===== config.mk =====
export PLATFORM = sky130hd
export DESIGN_NAME = calendar_date_offset_adder
export DESIGN_NICKNAME = d
export VERILOG_FILES = /design/src/hdl/cdoa_pkg.sv /design/src/hdl/cdoa_fifo.sv /design/src/hdl/cdoa_front.sv /design/src/hdl/cdoa_div.sv /design/src/hdl/cdoa_back.sv /design/src/hdl/calendar_date_offset_adder.sv
export SDC_FILE = /design/constraint.sdc
export NUM_CORES = 1
export LEC_CHECK = 0
export BUFFER_PORTS_ARGS = -buffer_cell sky130_fd_sc_hd__buf_2
export CAP_MARGIN = 20
export CELL_PAD_IN_SITES_DETAIL_PLACEMENT = 0
export CELL_PAD_IN_SITES_GLOBAL_PLACEMENT = 1
export CORE_ASPECT_RATIO = 0.5
export CORE_UTILIZATION = 51
export CTS_CLUSTER_SIZE = 30
export DETAILED_ROUTE_END_ITERATION = 10
export GPL_ROUTABILITY_DRIVEN = 0
export HOLD_SLACK_MARGIN = 0.02
export PLACE_DENSITY = 0.81
export SYNTH_ARGS = -nofsm -noshare
export SYNTH_HDL_FRONTEND = slang
export SYNTH_SLANG_ARGS = --single-unit
export TNS_END_PERCENT = 100

===== constraint.sdc =====
create_clock -name clk -period 8 [get_ports clk]
set_input_delay 0.4 -clock clk [delete_from_list [all_inputs] [get_ports clk]]
set_output_delay 0.4 -clock clk [all_outputs]
set_load 0.03 [all_outputs]

===== src/hdl/cdoa_pkg.sv =====
package cdoa_pkg;

    localparam int AMOUNT_WIDTH_DEF = 16;
    localparam int MAX_YEAR_DEF     = 5000;

    localparam int YEAR_W     = 13;
    localparam int NEW_YEAR_W = 14;
    localparam int MONTH_W    = 4;
    localparam int DAY_W      = 5;
    localparam int DIVISOR_W  = 9;
    localparam int WALK_W     = 10;
    localparam int QUEUE_DEPTH = 2;

    localparam logic [MONTH_W-1:0] MONTH_JAN = 4'd1;
    localparam logic [MONTH_W-1:0] MONTH_FEB = 4'd2;
    localparam logic [MONTH_W-1:0] MONTH_APR = 4'd4;
    localparam logic [MONTH_W-1:0] MONTH_JUN = 4'd6;
    localparam logic [MONTH_W-1:0] MONTH_SEP = 4'd9;
    localparam logic [MONTH_W-1:0] MONTH_NOV = 4'd11;
    localparam logic [MONTH_W-1:0] MONTH_DEC = 4'd12;

    localparam logic [DAY_W-1:0] DAYS_LONG  = 5'd31;
    localparam logic [DAY_W-1:0] DAYS_SHORT = 5'd30;
    localparam logic [DAY_W-1:0] DAYS_FEB   = 5'd28;

    localparam logic [DIVISOR_W-1:0] DIV_MONTHS = 9'd12;
    localparam logic [DIVISOR_W-1:0] DIV_YEAR   = 9'd365;

    typedef enum logic [1:0] {
        OP_LOAD,
        OP_DAYS,
        OP_MONTHS,
        OP_YEARS
    } op_t;

    typedef enum logic [1:0] {
        ST_IDLE,
        ST_DIV,
        ST_WALK,
        ST_EMIT
    } state_t;

    typedef enum logic [1:0] {
        DS_LOW,
        DS_HIGH,
        DS_QUOT,
        DS_REM
    } div_step_t;

    typedef struct packed {
        logic [YEAR_W-1:0]  year;
        logic [MONTH_W-1:0] month;
        logic [DAY_W-1:0]   day;
    } date_t;

    function automatic logic [DAY_W-1:0] days_of(input logic [MONTH_W-1:0] m);
        logic [DAY_W-1:0] d;
        case (m) inside
            MONTH_FEB:
            begin
                d = DAYS_FEB;
            end
            MONTH_APR, MONTH_JUN, MONTH_SEP, MONTH_NOV:
            begin
                d = DAYS_SHORT;
            end
            default:
            begin
                d = DAYS_LONG;
            end
        endcase
        return d;
    endfunction

endpackage


===== src/hdl/cdoa_fifo.sv =====
module cdoa_fifo
    import cdoa_pkg::*;
#(
    parameter int W     = 8,
    parameter int DEPTH = QUEUE_DEPTH
)
(
    input  logic         clk,
    input  logic         rst_n,
    input  logic         push,
    input  logic [W-1:0] push_data,
    output logic         full,
    input  logic         pop,
    output logic [W-1:0] pop_data,
    output logic         empty
);

    localparam int PW = (DEPTH > 1) ? $clog2(DEPTH) : 1;
    localparam int CW = $clog2(DEPTH + 1);

    logic [W-1:0]  entry_reg [DEPTH];
    logic [PW-1:0] wr_ptr_reg, wr_ptr_next;
    logic [PW-1:0] rd_ptr_reg, rd_ptr_next;
    logic [CW-1:0] count_reg, count_next;
    logic          do_push, do_pop;

    assign full     = (count_reg == CW'(DEPTH));
    assign empty    = (count_reg == '0);
    assign do_push  = push && !full;
    assign do_pop   = pop && !empty;
    assign pop_data = entry_reg[rd_ptr_reg];

    always_comb
    begin
        wr_ptr_next = wr_ptr_reg;
        rd_ptr_next = rd_ptr_reg;
        count_next  = count_reg;
        if (do_push)
        begin
            wr_ptr_next = (wr_ptr_reg == PW'(DEPTH - 1)) ? '0 : wr_ptr_reg + 1'b1;
        end
        if (do_pop)
        begin
            rd_ptr_next = (rd_ptr_reg == PW'(DEPTH - 1)) ? '0 : rd_ptr_reg + 1'b1;
        end
        if (do_push && !do_pop)
        begin
            count_next = count_reg + 1'b1;
        end
        else if (do_pop && !do_push)
        begin
            count_next = count_reg - 1'b1;
        end
    end

    always_ff @(posedge clk or negedge rst_n)
    begin
        if (!rst_n)
        begin
            wr_ptr_reg <= '0;
            rd_ptr_reg <= '0;
            count_reg  <= '0;
        end
        else
        begin
            wr_ptr_reg <= wr_ptr_next;
            rd_ptr_reg <= rd_ptr_next;
            count_reg  <= count_next;
        end
    end

    always_ff @(posedge clk)
    begin
        if (do_push)
        begin
            entry_reg[wr_ptr_reg] <= push_data;
        end
    end

endmodule


===== src/hdl/cdoa_front.sv =====
module cdoa_front
    import cdoa_pkg::*;
#(
    parameter int AMOUNT_WIDTH = AMOUNT_WIDTH_DEF,
    parameter int MAX_YEAR     = MAX_YEAR_DEF
)
(
    input  logic                           clk,
    input  logic                           rst_n,
    input  logic                           push,
    output logic                           full,
    input  logic [1:0]                     req_type,
    input  logic signed [NEW_YEAR_W-1:0]   new_year,
    input  logic [MONTH_W-1:0]             new_month,
    input  logic [DAY_W-1:0]               new_day,
    input  logic signed [AMOUNT_WIDTH-1:0] amount,
    output logic                           cmd_valid,
    output op_t                            cmd_op,
    output date_t                          cmd_date,
    output logic signed [AMOUNT_WIDTH-1:0] cmd_amount,
    input  logic                           cmd_take
);

    localparam int CMD_W = $bits(op_t) + $bits(date_t) + AMOUNT_WIDTH;

    date_t             load_date;
    logic [DAY_W-1:0]  load_days;
    logic [CMD_W-1:0]  push_data;
    logic [CMD_W-1:0]  pop_data;
    logic              q_empty;

    // load clipping: year, then month, then day against the clipped month
    always_comb
    begin
        if (new_year[NEW_YEAR_W-1])
        begin
            load_date.year = '0;
        end
        else if (new_year[YEAR_W-1:0] > YEAR_W'(MAX_YEAR))
        begin
            load_date.year = YEAR_W'(MAX_YEAR);
        end
        else
        begin
            load_date.year = new_year[YEAR_W-1:0];
        end

        if (new_month < MONTH_JAN)
        begin
            load_date.month = MONTH_JAN;
        end
        else if (new_month > MONTH_DEC)
        begin
            load_date.month = MONTH_DEC;
        end
        else
        begin
            load_date.month = new_month;
        end

        load_days = days_of(load_date.month);
        if (new_day == '0)
        begin
            load_date.day = DAY_W'(1);
        end
        else if (new_day > load_days)
        begin
            load_date.day = load_days;
        end
        else
        begin
            load_date.day = new_day;
        end
    end

    assign push_data = {req_type, load_date, amount};

    cdoa_fifo #(
        .W     (CMD_W),
        .DEPTH (QUEUE_DEPTH)
    ) u_cmd_q (
        .clk       (clk),
        .rst_n     (rst_n),
        .push      (push),
        .push_data (push_data),
        .full      (full),
        .pop       (cmd_take),
        .pop_data  (pop_data),
        .empty     (q_empty)
    );

    assign cmd_valid  = !q_empty;
    assign cmd_op     = op_t'(pop_data[CMD_W-1 -: $bits(op_t)]);
    assign cmd_date   = pop_data[AMOUNT_WIDTH +: $bits(date_t)];
    assign cmd_amount = pop_data[AMOUNT_WIDTH-1:0];

endmodule


===== src/hdl/cdoa_div.sv =====
module cdoa_div
    import cdoa_pkg::*;
#(
    parameter int DW = AMOUNT_WIDTH_DEF + 1
)
(
    input  logic                 clk,
    input  logic                 rst_n,
    input  logic                 start,
    input  logic [DW-1:0]        dividend,
    input  logic [DIVISOR_W-1:0] divisor,
    output logic                 busy,
    output logic [DW-1:0]        quotient,
    output logic [DIVISOR_W-1:0] remainder
);

    localparam int MW     = DW + 1;
    localparam int PW     = 2 * DW + 1;
    localparam int HW     = (DW + 1) / 2;
    localparam int S_MON  = DW + 4;
    localparam int S_YEAR = DW + 9;
    localparam logic [MW-1:0] M_MON  =
        MW'(((longint'(1) << S_MON) + longint'(DIV_MONTHS) - 1) / longint'(DIV_MONTHS));
    localparam logic [MW-1:0] M_YEAR =
        MW'(((longint'(1) << S_YEAR) + longint'(DIV_YEAR) - 1) / longint'(DIV_YEAR));

    logic [DW-1:0]           x_reg, x_next;
    logic                    year_reg, year_next;
    div_step_t               step_reg, step_next;
    logic                    busy_reg, busy_next;
    logic [PW-1:0]           acc_reg, acc_next;
    logic [DW-1:0]           quo_reg, quo_next;
    logic [DIVISOR_W-1:0]    rem_reg, rem_next;
    logic [MW-1:0]           recip;
    logic [DIVISOR_W-1:0]    dsr;
    logic [HW-1:0]           mul_a;
    logic [HW+MW-1:0]        mul_p;
    logic [DW+DIVISOR_W-1:0] qd;
    logic [DW-1:0]           diff;

    // reciprocal multiply in two half passes, then quotient, then remainder
    assign recip = year_reg ? M_YEAR : M_MON;
    assign dsr   = year_reg ? DIV_YEAR : DIV_MONTHS;
    assign mul_a = (step_reg == DS_LOW) ? x_reg[HW-1:0] : HW'(x_reg[DW-1:HW]);
    assign mul_p = mul_a * recip;
    assign qd    = {{DIVISOR_W{1'b0}}, quo_reg} * {{DW{1'b0}}, dsr};
    assign diff  = x_reg - qd[DW-1:0];

    always_comb
    begin
        x_next    = x_reg;
        year_next = year_reg;
        step_next = step_reg;
        busy_next = busy_reg;
        acc_next  = acc_reg;
        quo_next  = quo_reg;
        rem_next  = rem_reg;
        if (start)
        begin
            x_next    = dividend;
            year_next = (divisor == DIV_YEAR);
            step_next = DS_LOW;
            busy_next = 1'b1;
        end
        else if (busy_reg)
        begin
            case (step_reg)
                DS_LOW:
                begin
                    acc_next  = PW'(mul_p);
                    step_next = DS_HIGH;
                end
                DS_HIGH:
                begin
                    acc_next  = acc_reg + (PW'(mul_p) << HW);
                    step_next = DS_QUOT;
                end
                DS_QUOT:
                begin
                    quo_next  = year_reg ? DW'(acc_reg[PW-1:S_YEAR]) : DW'(acc_reg[PW-1:S_MON]);
                    step_next = DS_REM;
                end
                default:
                begin
                    rem_next  = diff[DIVISOR_W-1:0];
                    busy_next = 1'b0;
                end
            endcase
        end
    end

    always_ff @(posedge clk or negedge rst_n)
    begin
        if (!rst_n)
        begin
            busy_reg <= 1'b0;
            step_reg <= DS_LOW;
        end
        else
        begin
            busy_reg <= busy_next;
            step_reg <= step_next;
        end
    end

    always_ff @(posedge clk)
    begin
        x_reg    <= x_next;
        year_reg <= year_next;
        acc_reg  <= acc_next;
        quo_reg  <= quo_next;
        rem_reg  <= rem_next;
    end

    assign busy      = busy_reg;
    assign quotient  = quo_reg;
    assign remainder = rem_reg;

endmodule


===== src/hdl/cdoa_back.sv =====
module cdoa_back
    import cdoa_pkg::*;
#(
    parameter int AMOUNT_WIDTH = AMOUNT_WIDTH_DEF,
    parameter int MAX_YEAR     = MAX_YEAR_DEF
)
(
    input  logic                           clk,
    input  logic                           rst_n,
    input  logic                           cmd_valid,
    input  op_t                            cmd_op,
    input  date_t                          cmd_date,
    input  logic signed [AMOUNT_WIDTH-1:0] cmd_amount,
    output logic                           cmd_take,
    output logic                           res_push,
    output date_t                          res_date,
    input  logic                           res_full
);

    localparam int DW = (AMOUNT_WIDTH + 1 > WALK_W) ? AMOUNT_WIDTH + 1 : WALK_W;
    localparam int SW = ((DW > YEAR_W) ? DW : YEAR_W) + 2;
    localparam logic signed [SW-1:0] MAX_YEAR_S   = SW'(MAX_YEAR);
    localparam logic signed [DW-1:0] YEAR_DAYS_S  = DW'(DIV_YEAR);
    localparam logic signed [DW-1:0] NYEAR_DAYS_S = -YEAR_DAYS_S;

    state_t                 state_reg, state_next;
    date_t                  date_reg, date_next;
    op_t                    op_reg, op_next;
    logic                   neg_reg, neg_next;
    logic signed [WALK_W-1:0] walk_reg, walk_next;

    logic                   div_start;
    logic [DW-1:0]          div_dividend;
    logic [DIVISOR_W-1:0]   div_divisor;
    logic                   div_busy;
    logic [DW-1:0]          div_quo;
    logic [DIVISOR_W-1:0]   div_rem;

    logic signed [DW-1:0]   amt_w;
    logic signed [DW-1:0]   month_w;
    logic signed [DW-1:0]   day_w;
    logic signed [DW-1:0]   t_w;
    logic signed [DW-1:0]   r_w;
    logic [DW:0]            quo_x;
    logic [DAY_W-1:0]       cur_days;
    logic [MONTH_W-1:0]     prev_month;

    function automatic logic [YEAR_W-1:0] sat_year(input logic [YEAR_W-1:0] y,
                                                   input logic [DW:0] q);
        logic signed [SW-1:0] s;
        s = $signed({{(SW-YEAR_W){1'b0}}, y}) + $signed({{(SW-DW-1){q[DW]}}, q});
        if (s[SW-1])
        begin
            return '0;
        end
        else if (s > MAX_YEAR_S)
        begin
            return YEAR_W'(MAX_YEAR);
        end
        return s[YEAR_W-1:0];
    endfunction

    assign amt_w      = {{(DW-AMOUNT_WIDTH){cmd_amount[AMOUNT_WIDTH-1]}}, cmd_amount};
    assign month_w    = {{(DW-MONTH_W){1'b0}}, date_reg.month};
    assign day_w      = {{(DW-DAY_W){1'b0}}, date_reg.day};
    assign t_w        = month_w + amt_w - DW'(1);
    assign r_w        = day_w + amt_w;
    assign quo_x      = {1'b0, div_quo};
    assign cur_days   = days_of(date_reg.month);
    assign prev_month = (date_reg.month == MONTH_JAN) ? MONTH_DEC : date_reg.month - 1'b1;

    always_comb
    begin
        state_next   = state_reg;
        date_next    = date_reg;
        op_next      = op_reg;
        neg_next     = neg_reg;
        walk_next    = walk_reg;
        div_start    = 1'b0;
        div_dividend = '0;
        div_divisor  = DIV_MONTHS;
        cmd_take     = 1'b0;
        res_push     = 1'b0;

        case (state_reg)
            ST_IDLE:
            begin
                if (cmd_valid)
                begin
                    cmd_take = 1'b1;
                    op_next  = cmd_op;
                    case (cmd_op)
                        OP_LOAD:
                        begin
                            date_next  = cmd_date;
                            state_next = ST_EMIT;
                        end
                        OP_YEARS:
                        begin
                            date_next.year = sat_year(date_reg.year, {amt_w[DW-1], amt_w});
                            state_next     = ST_EMIT;
                        end
                        OP_MONTHS:
                        begin
                            neg_next     = t_w[DW-1];
                            div_start    = 1'b1;
                            div_dividend = t_w[DW-1] ? -t_w : t_w;
                            div_divisor  = DIV_MONTHS;
                            state_next   = ST_DIV;
                        end
                        default:
                        begin
                            if (r_w > YEAR_DAYS_S)
                            begin
                                neg_next     = 1'b0;
                                div_start    = 1'b1;
                                div_dividend = r_w - DW'(1);
                                div_divisor  = DIV_YEAR;
                                state_next   = ST_DIV;
                            end
                            else if (r_w <= NYEAR_DAYS_S)
                            begin
                                neg_next     = 1'b1;
                                div_start    = 1'b1;
                                div_dividend = -r_w;
                                div_divisor  = DIV_YEAR;
                                state_next   = ST_DIV;
                            end
                            else
                            begin
                                walk_next  = r_w[WALK_W-1:0];
                                state_next = ST_WALK;
                            end
                        end
                    endcase
                end
            end
            ST_DIV:
            begin
                if (!div_busy)
                begin
                    if (op_reg == OP_MONTHS)
                    begin
                        if (!neg_reg)
                        begin
                            date_next.month = div_rem[MONTH_W-1:0] + 1'b1;
                            date_next.year  = sat_year(date_reg.year, quo_x);
                        end
                        else if (div_rem == '0)
                        begin
                            date_next.month = MONTH_JAN;
                            date_next.year  = sat_year(date_reg.year, -quo_x);
                        end
                        else
                        begin
                            date_next.month = MONTH_DEC + 1'b1 - div_rem[MONTH_W-1:0];
                            date_next.year  = sat_year(date_reg.year, ~quo_x);
                        end
                        state_next = ST_EMIT;
                    end
                    else
                    begin
                        if (!neg_reg)
                        begin
                            walk_next      = $signed({1'b0, div_rem}) + WALK_W'(1);
                            date_next.year = sat_year(date_reg.year, quo_x);
                        end
                        else
                        begin
                            walk_next      = -$signed({1'b0, div_rem});
                            date_next.year = sat_year(date_reg.year, -quo_x);
                        end
                        state_next = ST_WALK;
                    end
                end
            end
            ST_WALK:
            begin
                // one month per cycle until the day fits
                if (walk_reg[WALK_W-1] || walk_reg == '0)
                begin
                    date_next.month = prev_month;
                    if (date_reg.month == MONTH_JAN && date_reg.year != '0)
                    begin
                        date_next.year = date_reg.year - 1'b1;
                    end
                    walk_next = walk_reg + $signed({{(WALK_W-DAY_W){1'b0}}, days_of(prev_month)});
                end
                else if (walk_reg > $signed({{(WALK_W-DAY_W){1'b0}}, cur_days}))
                begin
                    walk_next = walk_reg - $signed({{(WALK_W-DAY_W){1'b0}}, cur_days});
                    if (date_reg.month == MONTH_DEC)
                    begin
                        date_next.month = MONTH_JAN;
                        if (date_reg.year != YEAR_W'(MAX_YEAR))
                        begin
                            date_next.year = date_reg.year + 1'b1;
                        end
                    end
                    else
                    begin
                        date_next.month = date_reg.month + 1'b1;
                    end
                end
                else
                begin
                    date_next.day = walk_reg[DAY_W-1:0];
                    state_next    = ST_EMIT;
                end
            end
            ST_EMIT:
            begin
                res_push = 1'b1;
                if (!res_full)
                begin
                    state_next = ST_IDLE;
                end
            end
            default:
            begin
                state_next = ST_IDLE;
            end
        endcase
    end

    always_ff @(posedge clk or negedge rst_n)
    begin
        if (!rst_n)
        begin
            state_reg      <= ST_IDLE;
            date_reg.year  <= '0;
            date_reg.month <= MONTH_JAN;
            date_reg.day   <= DAY_W'(1);
        end
        else
        begin
            state_reg <= state_next;
            date_reg  <= date_next;
        end
    end

    always_ff @(posedge clk)
    begin
        op_reg   <= op_next;
        neg_reg  <= neg_next;
        walk_reg <= walk_next;
    end

    cdoa_div #(
        .DW (DW)
    ) u_div (
        .clk       (clk),
        .rst_n     (rst_n),
        .start     (div_start),
        .dividend  (div_dividend),
        .divisor   (div_divisor),
        .busy      (div_busy),
        .quotient  (div_quo),
        .remainder (div_rem)
    );

    assign res_date = date_reg;

endmodule


===== src/hdl/calendar_date_offset_adder.sv =====
// channel   direction  handshake        payload
// request   in         push / full      req_type, new_year, new_month, new_day, amount
// result    out        empty / pop      cur_year, cur_month, cur_day
//
// a load or a year add holds the back end only to take, then write the result
// a month add passes the reciprocal divider, then writes the result
// a day add within a year walks one month per cycle (up to 13 steps);
// larger offsets first pass the divider, then walk
// reset sets the date to year 0, January 1 and empties both queues
// requests queue while the back end works; a full result queue stalls it
module calendar_date_offset_adder
    import cdoa_pkg::*;
#(
    parameter int AMOUNT_WIDTH = AMOUNT_WIDTH_DEF,
    parameter int MAX_YEAR     = MAX_YEAR_DEF
)
(
    input  logic                           clk,
    input  logic                           rst_n,
    input  logic                           push,
    output logic                           full,
    input  logic [1:0]                     req_type,
    input  logic signed [NEW_YEAR_W-1:0]   new_year,
    input  logic [MONTH_W-1:0]             new_month,
    input  logic [DAY_W-1:0]               new_day,
    input  logic signed [AMOUNT_WIDTH-1:0] amount,
    output logic                           empty,
    input  logic                           pop,
    output logic [YEAR_W-1:0]              cur_year,
    output logic [MONTH_W-1:0]             cur_month,
    output logic [DAY_W-1:0]               cur_day
);

    logic                           cmd_valid;
    op_t                            cmd_op;
    date_t                          cmd_date;
    logic signed [AMOUNT_WIDTH-1:0] cmd_amount;
    logic                           cmd_take;
    logic                           res_push;
    date_t                          res_date;
    logic                           res_full;
    date_t                          out_date;

    cdoa_front #(
        .AMOUNT_WIDTH (AMOUNT_WIDTH),
        .MAX_YEAR     (MAX_YEAR)
    ) u_front (
        .clk        (clk),
        .rst_n      (rst_n),
        .push       (push),
        .full       (full),
        .req_type   (req_type),
        .new_year   (new_year),
        .new_month  (new_month),
        .new_day    (new_day),
        .amount     (amount),
        .cmd_valid  (cmd_valid),
        .cmd_op     (cmd_op),
        .cmd_date   (cmd_date),
        .cmd_amount (cmd_amount),
        .cmd_take   (cmd_take)
    );

    cdoa_back #(
        .AMOUNT_WIDTH (AMOUNT_WIDTH),
        .MAX_YEAR     (MAX_YEAR)
    ) u_back (
        .clk        (clk),
        .rst_n      (rst_n),
        .cmd_valid  (cmd_valid),
        .cmd_op     (cmd_op),
        .cmd_date   (cmd_date),
        .cmd_amount (cmd_amount),
        .cmd_take   (cmd_take),
        .res_push   (res_push),
        .res_date   (res_date),
        .res_full   (res_full)
    );

    cdoa_fifo #(
        .W     ($bits(date_t)),
        .DEPTH (QUEUE_DEPTH)
    ) u_res_q (
        .clk       (clk),
        .rst_n     (rst_n),
        .push      (res_push),
        .push_data (res_date),
        .full      (res_full),
        .pop       (pop),
        .pop_data  (out_date),
        .empty     (empty)
    );

    assign cur_year  = out_date.year;
    assign cur_month = out_date.month;
    assign cur_day   = out_date.day;

endmodule

=== After elaboration in Yosys (flattened, before gate mapping) ===
Memory sizes are Yosys's and may differ from the RTL's.
Cells that the tools add are included.

* Memories kept: 2
* RAM bits: 124
* Bits in registers: 127
* Output and inout bits: 24
* Input bits: 45
* Logic and storage cells: 314

* $mul: 2
* $add $sub $neg: 31
* Equality and inequality tests: 45
* Reductions and logical operators: 53
* Multiplexer cells: 143
* Bitwise operators: 6
* Magnitude comparators: 11

{| class="wikitable"
|+ Memory list
! memory !! depth !! bits a word !! rd ports !! clocked after memory_dff !! write ports !! line !! source
|-
| u_front.u_cmd_q.entry_reg || 2 || 40 || 1 || 0 || 1 || cdoa_fifo.sv:21 || <nowiki>logic [W-1:0] entry_reg [DEPTH];</nowiki>
|-
| u_res_q.entry_reg || 2 || 22 || 1 || 0 || 1 || cdoa_fifo.sv:21 ||
|}

{| class="wikitable"
|+ Operators by type and width
! kind !! count
|-
| $mux W13 || 21
|-
| $mux W17 || 8
|-
| $mux W10 || 9
|-
| $mux W9 || 9
|-
| $gt A19 B14 Y1 const B || 4
|-
| $pmux W35 S2 || 1
|-
| $mux W1 || 56
|-
| $pmux W17 S3 || 1
|-
| $mux W5 || 8
|-
| $add A14 B18 Y19 || 2
|-
| $add A35 B35 Y35 || 1
|-
| $neg A17 Y17 || 2
|-
| $pmux W17 S2 || 1
|-
| $sub A17 B2 Y17 const B || 2
|-
| $pmux W10 S3 || 1
|-
| $eq A4 B4 Y1 const B || 7
|-
| $mux W2 || 14
|-
| $mul A9 B18 Y27 || 1
|-
| $pmux W13 S2 || 1
|-
| $eq A4 B3 Y1 const B || 6
|-
| $mux W22 || 1
|-
| $mux W4 || 5
|-
| $ne A2 B2 Y1 const B || 10
|-
| $add A13 B17 Y18 || 1
|-
| 62 further kinds || 119
|}

=== Depth between registers and ports, before layout ===
Gate-level depths: netlist of the first run.

* Depth in word-level cells: 16
* Gate-level depth with buffers: 36
* Gate-level depth less buffers: 34

=== Modules after synthesis ===
A second synthesis of the first run with hierarchy kept.

* Cell total of the unflattened synthesis: 2566
* Area, all modules: 24632.4 µm²

{| class="wikitable"
|+ Modules (own cells, without submodules)
! module !! cells an instance !! instances !! area an instance (µm²) !! sequential area each (µm²)
|-
| cdoa_back || 1409 || 1 || 10571.4 || 993.5
|-
| cdoa_div || 871 || 1 || 8665.8 || 2087.0
|-
| cdoa_fifo at u_front.u_cmd_q || 144 || 1 || 3286.9 || 2502.4
|-
| cdoa_fifo at u_res_q || 87 || 1 || 1788.0 || 1421.4
|-
| cdoa_front || 55 || 1 || 320.3 || 0.0
|}

=== Worst setup path after synthesis of the first run ===
No wires, ideal clock.

* Kind: reg2reg
* Start point: register u_back.u_div.step_reg[0]
* End point: register u_back.u_div.acc_reg[34], data pin
* Path slack: 818 ps
* Data required time: 7744 ps
* Data arrival time: 6927 ps
* Period minus slack after synthesis: 7182 ps
* Stages on the path, launching flop included: 33
* Path buffers: 1
* Setup time: 256 ps
* Path through: dfrtp_1 -> inv_1 -> ha_1 -> clkbuf_1 -> mux2_2 -> nand2_1 -> o21ai_0 -> and2_1 -> or2_2 -> inv_1 -> fa_1 -> fa_1 -> inv_1 -> fa_1 -> inv_1 -> ha_1 -> a21bo_2 -> a211oi_1 -> o21a_1 -> o21ai_0 -> nand2b_1 -> xor2_1 -> ha_1 -> a21o_1 -> a21oi_1 -> o21bai_1 -> a211oi_1 -> o21ai_1 -> a211oi_1 -> a21oi_1 -> xnor2_1 -> xnor2_1 -> nor2b_1

* Cells in the longest elaborated chain, start to end: 5
* Elaborated cells between the ends (all ways): 6
* Classes of those cells: add/sub: 1; mul: 1; eq/ne: 1; mux: 2; reduce/logical: 1

{| class="wikitable"
|+ Ends and longest elaborated chain
! what !! line !! source
|-
| from (decl) || cdoa_div.sv:29 || <nowiki>div_step_t step_reg, step_next;</nowiki>
|-
| from (signal assigned) || cdoa_div.sv:102 || <nowiki>step_reg <= step_next;</nowiki>
|-
| $logic_not A2 Y1 || cdoa_div.sv:44, cdoa_div.sv:67 ||
|-
| $mux W9 || cdoa_div.sv:44 || <nowiki>assign mul_a = (step_reg == DS_LOW) ? x_reg[HW-1:0] : HW'(x_reg[DW-1:HW]);</nowiki>
|-
| $mul A9 B18 Y27 || cdoa_div.sv:45 || <nowiki>assign mul_p = mul_a * recip;</nowiki>
|-
| $add A35 B35 Y35 || cdoa_div.sv:75 || <nowiki>acc_next = acc_reg + (PW'(mul_p) << HW);</nowiki>
|-
| $pmux W35 S2 (*) || cdoa_div.sv:67 || <nowiki>case (step_reg)</nowiki>
|-
| to (signal assigned) || cdoa_div.sv:110 || <nowiki>acc_reg <= acc_next;</nowiki>
|-
| to (decl) || cdoa_div.sv:31 || <nowiki>logic [PW-1:0] acc_reg, acc_next;</nowiki>
|}

Mark *: on every way between the ends. The rest lies on a longest branch, timed or not.
A chain may end at the register's enable or synchronous reset.

=== Worst setup path after layout of the first run ===
* Start point: register u_back.u_div.step_reg[0]
* End point: register u_back.u_div.acc_reg[33], data pin

The elaborated chain is that of the path after synthesis.

==> metrics.md, run 1 <==
| Metric | Value |
|---|---|
| Status | complete, but fails checks |
| Failing checks | design-rule violations |
| Pre-CTS setup slack | 276.0 ps |
| Starting density of the core | 0.5185 |
| Cells after Synth | 2483 |
| Critical Path Most Common Cell | inv_1 |
| WL final | 63.60 mm |
| Main flop type after synthesis | edfxtp_1 |
| Nets | 2937 |
| First-pass GRT wire length | 100.2 mm |
| Grt ovf | 0 |
| Initial antenna violation count | 0 |
| Post-synth EDFFs | 204 |
| Ports | 69 |
| CP max-delay cell | fa_1 |
| Final core utilization | 0.5658 |
| Tmin final | 7532 ps |
| Max-cap violations | 0 |
| Synth area leader | edfxtp_1 |
| WS Path Type | flop to flop |
| DRC | 2 |
| Flip-flop and latch count after synthesis | 239 |
| Crit path to | u_back.u_div.acc_reg[33] |
| Post-route non-filler standard cell count | 3163 |
| GR Util All Layers | 0.2715 |
| Critical Path Sink Type | flop |
| Syn Area/Cell | 9.456 um^2 |
| Mapped Area | 23480 um^2 |
| R2r setup slk | 470 ps |
| Vias | 18640 |
| Largest cells by area after synthesis | edfxtp_1 26%, ha_1 14%, fa_1 7.1% |
| Max H-tree Level | 1 |
| HP Class | input port to flop |
| Antenna cell count | 0 |
| Dpl cells | 3100 |
| Sequential-to-total area share from yosys stat | 0.2983 |
| Worst reg2reg startpoint | u_back.u_div.step_reg[0] |
| Most frequent cells in the layout | 276 x inv_1, 262 x ha_1, 204 x edfxtp_1 |
| Die ar. | 46950 um^2 |
| Drt pass-1 iters | 9 |
| Die Y | 153.7 um |
| Largest net degree at the start of global routing | 41 |
| Ys async rst share | 0.1464 |
| Core area | 45280 um^2 |
| Post-DR wirelength/cell | 20.11 um |
| Worst Setup SP | u_back.u_div.step_reg[0] |
| Crit path required time | 8300 ps |
| Port-buffer cells | 68 |
| YS warnings | 0 |
| Worst path max stage delay | 560 ps |
| CTS Buffer Depth | 3 |
| HPWL Detailed | 50.16 mm |
| Detailed Route Iter0 Violations | 1722 |
| Via density | 5.893 |
| Critical register-to-register path endpoint | u_back.u_div.acc_reg[33] |
| Antenna Nets Post-Route | 0 |
| Root Buffer | clkbuf_16 |
| Number of CTS-inserted buffers | 24 |
| Commonest non-fill, non-tap cell in the layout | inv_1 |
| Clock insertion delay at the later pin of the skew report | 570 ps |
| Synth top area share | 0.2609 |
| Worst endpoint data arrival time | 7830 ps |
| Share of cells above drive strength 1 | 0.09981 |
| Slew Limit Fails | 0 |
| CTS tree | yes |
| Clock Skew | 23.21 ps |
| Post-synth cell types | 106 |
| Type of origin of the critical path | flop |
| R2R depth | 32 |
| Clk pin slew, worst setup/hold paths | 80 ps |
| Num rows | 55 |
| Overall die width | 305.4 um |
| Max reg flops | 80 |
| Slew @ Worst Pin | 1151 ps |
| Clock Sinks | 239 |
| FMAX | 132.8 MHz |
| Worst Slack Setup Final | 468.2 ps |
| Fin crit share | 0.9415 |
| Vias in the first global route | 17680 |
| Relative slew slack | 0.2223 |
| Endpoints failing setup | 0 |
| Crit path max fanout | 8 |
| Final hold vios | 0 |
| Layout area overhead | 9.123% |
-- Yosys cell counts, types with 7 or more instances --
cell and instances:
inv_1 276, ha_1 262, edfxtp_1 204, nor2_1 197, xnor2_1 157, a21oi_1 133
nand2_1 122, o21ai_0 108, fa_1 83, nor3_1 61, xor2_1 58, mux2_2 56
nand3_1 54, clkbuf_1 53, mux2i_1 48, a21o_1 43, nor2b_1 36, dfrtp_1 33
a211oi_1 32, and2_1 29, o21a_1 29, a31oi_1 24, o22ai_1 24, and3_1 23
nand2b_1 22, nor4_1 19, o211ai_1 19, o21bai_1 16, or3_1 16, nand3b_1 12
nand4_1 12, a211o_1 11, buf_2 9, nor3b_1 9, or4_1 9, a31o_2 7
o2111ai_1 7, or2_2 7
-- area by class of cell --
class | instances | area, um^2
clock buffers | 30 | 663.1
clock inverters | 14 | 205.2
fillers | 3990 | 19660
inverters | 282 | 1064
multi-input cells | 1892 | 15240
flip-flops and latches | 239 | 7005
well taps | 598 | 748.2
repair buffers | 108 | 696.9
-- per-stage QoR --
step	hold slack, ps	area [um^2]	TNS (ps)
2_1_floorplan	104.4	23480	0
3_3_place_gp	492.6	24440	0
3_5_place_dp	499.3	24450	0
4_1_cts	20.42	25470	0
5_1_grt	25.13	25620	-4.258
6_report	31.51	25620	0
-- how the worst min path moves through the flow --
stage / end / slack (ps) / from / cells after the start
after CTS: u_front.u_cmd_q.entry_reg[1][10] / 20 / amount[10] / 1
after global routing: u_front.u_cmd_q.entry_reg[1][5] / 30 / amount[5] / 1
final: u_front.u_cmd_q.entry_reg[1][9] / 30 / amount[9] / 1
after global placement: u_res_q.wr_ptr_reg / 490 / u_res_q.wr_ptr_reg / 1
after detailed placement: u_res_q.wr_ptr_reg / 500 / u_res_q.wr_ptr_reg / 1
after floorplan: u_back.res_date[10] / 100 / rst_n / 0
-- cells by family after synthesis --
group                    Yosys count  synth area share
AO/OA/AOI/OAI                    563            0.1619
XOR/XNOR                         215           0.08020
adder cells (fa/ha/maj)          346            0.2108
buffers and inverters            353           0.05824
flip-flops                       239            0.2983
multiplexers                     107           0.04945
other                              2         0.0003198
AND/OR/NAND/NOR                  658            0.1407
-- routing by layer --
metal	GRT usage	routed length, um	vias to the layer above
met2	0.3988	26490	624
met4	0.05575	1281	0
met5	0	0	-
li1	-	-	9019
met3	0.05362	5321	82
met1	0.4107	30510	8914
-- timing repair --
action,in CTS,in global routing
hold endpoints to repair,60,0
setup endpoints to repair,0,5
hold buffers,15,0
buffers inserted,0,3
resized for setup,0,23
-- worst max-delay path: cells and delay by family, from the launching register on --
| family | cells | cell delay, ps |
|---|---|---|
| xor+xnor | 1 | 170 |
| simple gates | 4 | 410 |
| buf+inv | 7 | 790 |
| compound gates | 11 | 2200 |
| flops | 1 | 410 |
| mux | 2 | 450 |
| fa+ha+maj | 7 | 2830 |
Power of run 1 is left out: the tool's default activity adds up to more than one toggle a clock period on the data nets, which glitch-free logic cannot reach.
==> run 2: changes to the inputs <==
--- a/config.mk
+++ b/config.mk
@@ -8,14 +8,14 @@
 export BUFFER_PORTS_ARGS = -buffer_cell sky130_fd_sc_hd__buf_2
 export CAP_MARGIN = 20
 export CELL_PAD_IN_SITES_DETAIL_PLACEMENT = 0
-export CELL_PAD_IN_SITES_GLOBAL_PLACEMENT = 1
+export CELL_PAD_IN_SITES_GLOBAL_PLACEMENT = 2
 export CORE_ASPECT_RATIO = 0.5
-export CORE_UTILIZATION = 51
+export CORE_UTILIZATION = 42
 export CTS_CLUSTER_SIZE = 30
 export DETAILED_ROUTE_END_ITERATION = 10
 export GPL_ROUTABILITY_DRIVEN = 0
 export HOLD_SLACK_MARGIN = 0.02
-export PLACE_DENSITY = 0.81
+export PLACE_DENSITY = 0.8
 export SYNTH_ARGS = -nofsm -noshare
 export SYNTH_HDL_FRONTEND = slang
 export SYNTH_SLANG_ARGS = --single-unit
==> metrics.md, run 2 (synthesis gave the netlist of run 1 again) <==
| Metric | Value |
|---|---|
| Critical register-to-register path endpoint | u_back.u_div.acc_reg[34] |
| Max H-tree Level | 1 |
| Initial antenna violation count | 1 |
| Crit path required time | 8340 ps |
| GR Util All Layers | 0.2412 |
| Fin crit share | 0.9442 |
| Worst Setup SP | u_back.u_div.step_reg[0] |
| Antenna Nets Post-Route | 0 |
| Number of CTS-inserted buffers | 26 |
| Clock Sinks | 239 |
| WP depth | 34 |
| GRT met2 Usage | 0.3494 |
| Via density | 5.576 |
| Starting density of the core | 0.4308 |
| Crit path to | u_back.u_div.acc_reg[34] |
| R2R depth | 34 |
| Share of cells above drive strength 1 | 0.09681 |
| Port-buffer cells | 68 |
| Critical Path Most Common Cell | inv_1 |
| Ports | 69 |
| Overall die width | 336.4 um |
| WL final | 67.95 mm |
| Max-cap violations | 0 |
| Clock Skew | 20.74 ps |
| Gr busiest metal | met1 |
| Type of origin of the critical path | flop |
| HPWL Detailed | 53.93 mm |
| Largest net degree at the start of global routing | 41 |
| HP Class | input port to flop |
| Worst reg2reg startpoint | u_back.u_div.step_reg[0] |
| Worst path bufs/invs | 9 |
| Drt pass-1 iters | 5 |
| Worst path max stage delay | 540 ps |
| First-pass GRT wire length | 105.9 mm |
| Root Buffer | clkbuf_16 |
| Unrepaired setup endpoints after global routing | no |
| GR Util met1 | 0.3777 |
| Critical Path Sink Type | flop |
| Most frequent cells in the layout | 276 x inv_1, 260 x ha_1, 204 x edfxtp_1 |
| FMAX | 132.4 MHz |
| Vias | 18500 |
| Die ar. | 56910 um^2 |
| Vias in the first global route | 17910 |
| WS Path Type | flop to flop |
| Fin Setup TNS | 0 ps |
| Layout area overhead | 9.533% |
| Clock insertion delay at the later pin of the skew report | 590 ps |
| Nets | 2942 |
| Final hold vios | 0 |
| Dpl cells | 3247 |
| Relative slew slack | 0.2999 |
| Die Y | 169.2 um |
| Tmin final | 7554 ps |
| CP max-delay cell | fa_1 |
| Num rows | 60 |
| Detailed Route Iter0 Violations | 1471 |
| Family with the most delay on the worst path | adder cells |
| CTS Buffer Depth | 3 |
| CTS tree | yes |
| Endpoints failing setup | 0 |
| Clk pin slew, worst setup/hold paths | 60 ps |
| R2r setup slk | 450 ps |
| Post-DR wirelength/cell | 20.48 um |
| Max reg flops | 80 |
| Met3 Usage GRT | 0.03919 |
| Post-route non-filler standard cell count | 3317 |
| Slew @ Worst Pin | 1050 ps |
| Commonest non-fill, non-tap cell in the layout | inv_1 |
| Crit path max fanout | 7 |
| Status | complete, no violations |
| Slew Limit Fails | 0 |
| Worst endpoint data arrival time | 7890 ps |
| DRC | 0 |
| Grt ovf | 0 |
| Core area | 54500 um^2 |
## run 2: cell count changes in the layout (fill, tap and decap cells not counted), sizes merged
cell / change
clkinvlp: +1
dlygate4sd3: +4
clkbuf: +6
inv: +1
bufinv: -3
diode: +1
buf: -2
## run 2: through the flow
| step | util | setup WS (ps) | area, um^2 | hold WS (ps) |
|---|---|---|---|---|
| global placement | 0.4517 | 424.7 | 24620 | 499.7 |
| floorplan | - | 817.6 | 23480 | 104.4 |
| global route | 0.4718 | 15.46 | 25720 | 34.48 |
| CTS | 0.4705 | 173.5 | 25640 | 20.85 |
| finish | 0.4719 | 446.2 | 25720 | 43.43 |
| detailed placement | 0.4522 | 222.7 | 24640 | 504.5 |
## run 2: how the worst min path moves through the flow
stage	startpoint	endpoint	slack (ps)	cells after the start
floorplan	rst_n	u_back.res_date[10]	100	0
detailed placement	u_front.u_cmd_q.count_reg[1]	u_front.u_cmd_q.count_reg[1]	500	1
global placement	u_res_q.wr_ptr_reg	u_res_q.wr_ptr_reg	500	1
CTS	new_day[3]	u_front.u_cmd_q.entry_reg[0][19]	20	1
finish	new_day[3]	u_front.u_cmd_q.entry_reg[0][19]	40	1
global route	new_day[4]	u_front.u_cmd_q.entry_reg[0][20]	30	1
## run 2: final cells by class
class                      instances  area, um^2
antenna                            1       2.502
clock buffer                      35       684.4
clock inverter                    13       126.4
fill                            5286       28780
inverter                         282        1064
multi-input combinational       1892       15190
sequential                       239        7005
tap                              744       930.9
timing repair buffer             111       719.4
## run 2: per-layer routing
metal	wire length [um]	vias to the layer above
li1	-	9047
met1	35470	8925
met2	27470	462
met3	4047	61
met4	956	0
met5	0	-
## run 2: what timing repair did
action	CTS	global route
buffers inserted	0	1
endpoints found under the hold margin	38	0
gates resized for setup	0	14
endpoints found under the setup margin	0	6
hold buffers	19	0
Power of run 2 is left out for the same reason.
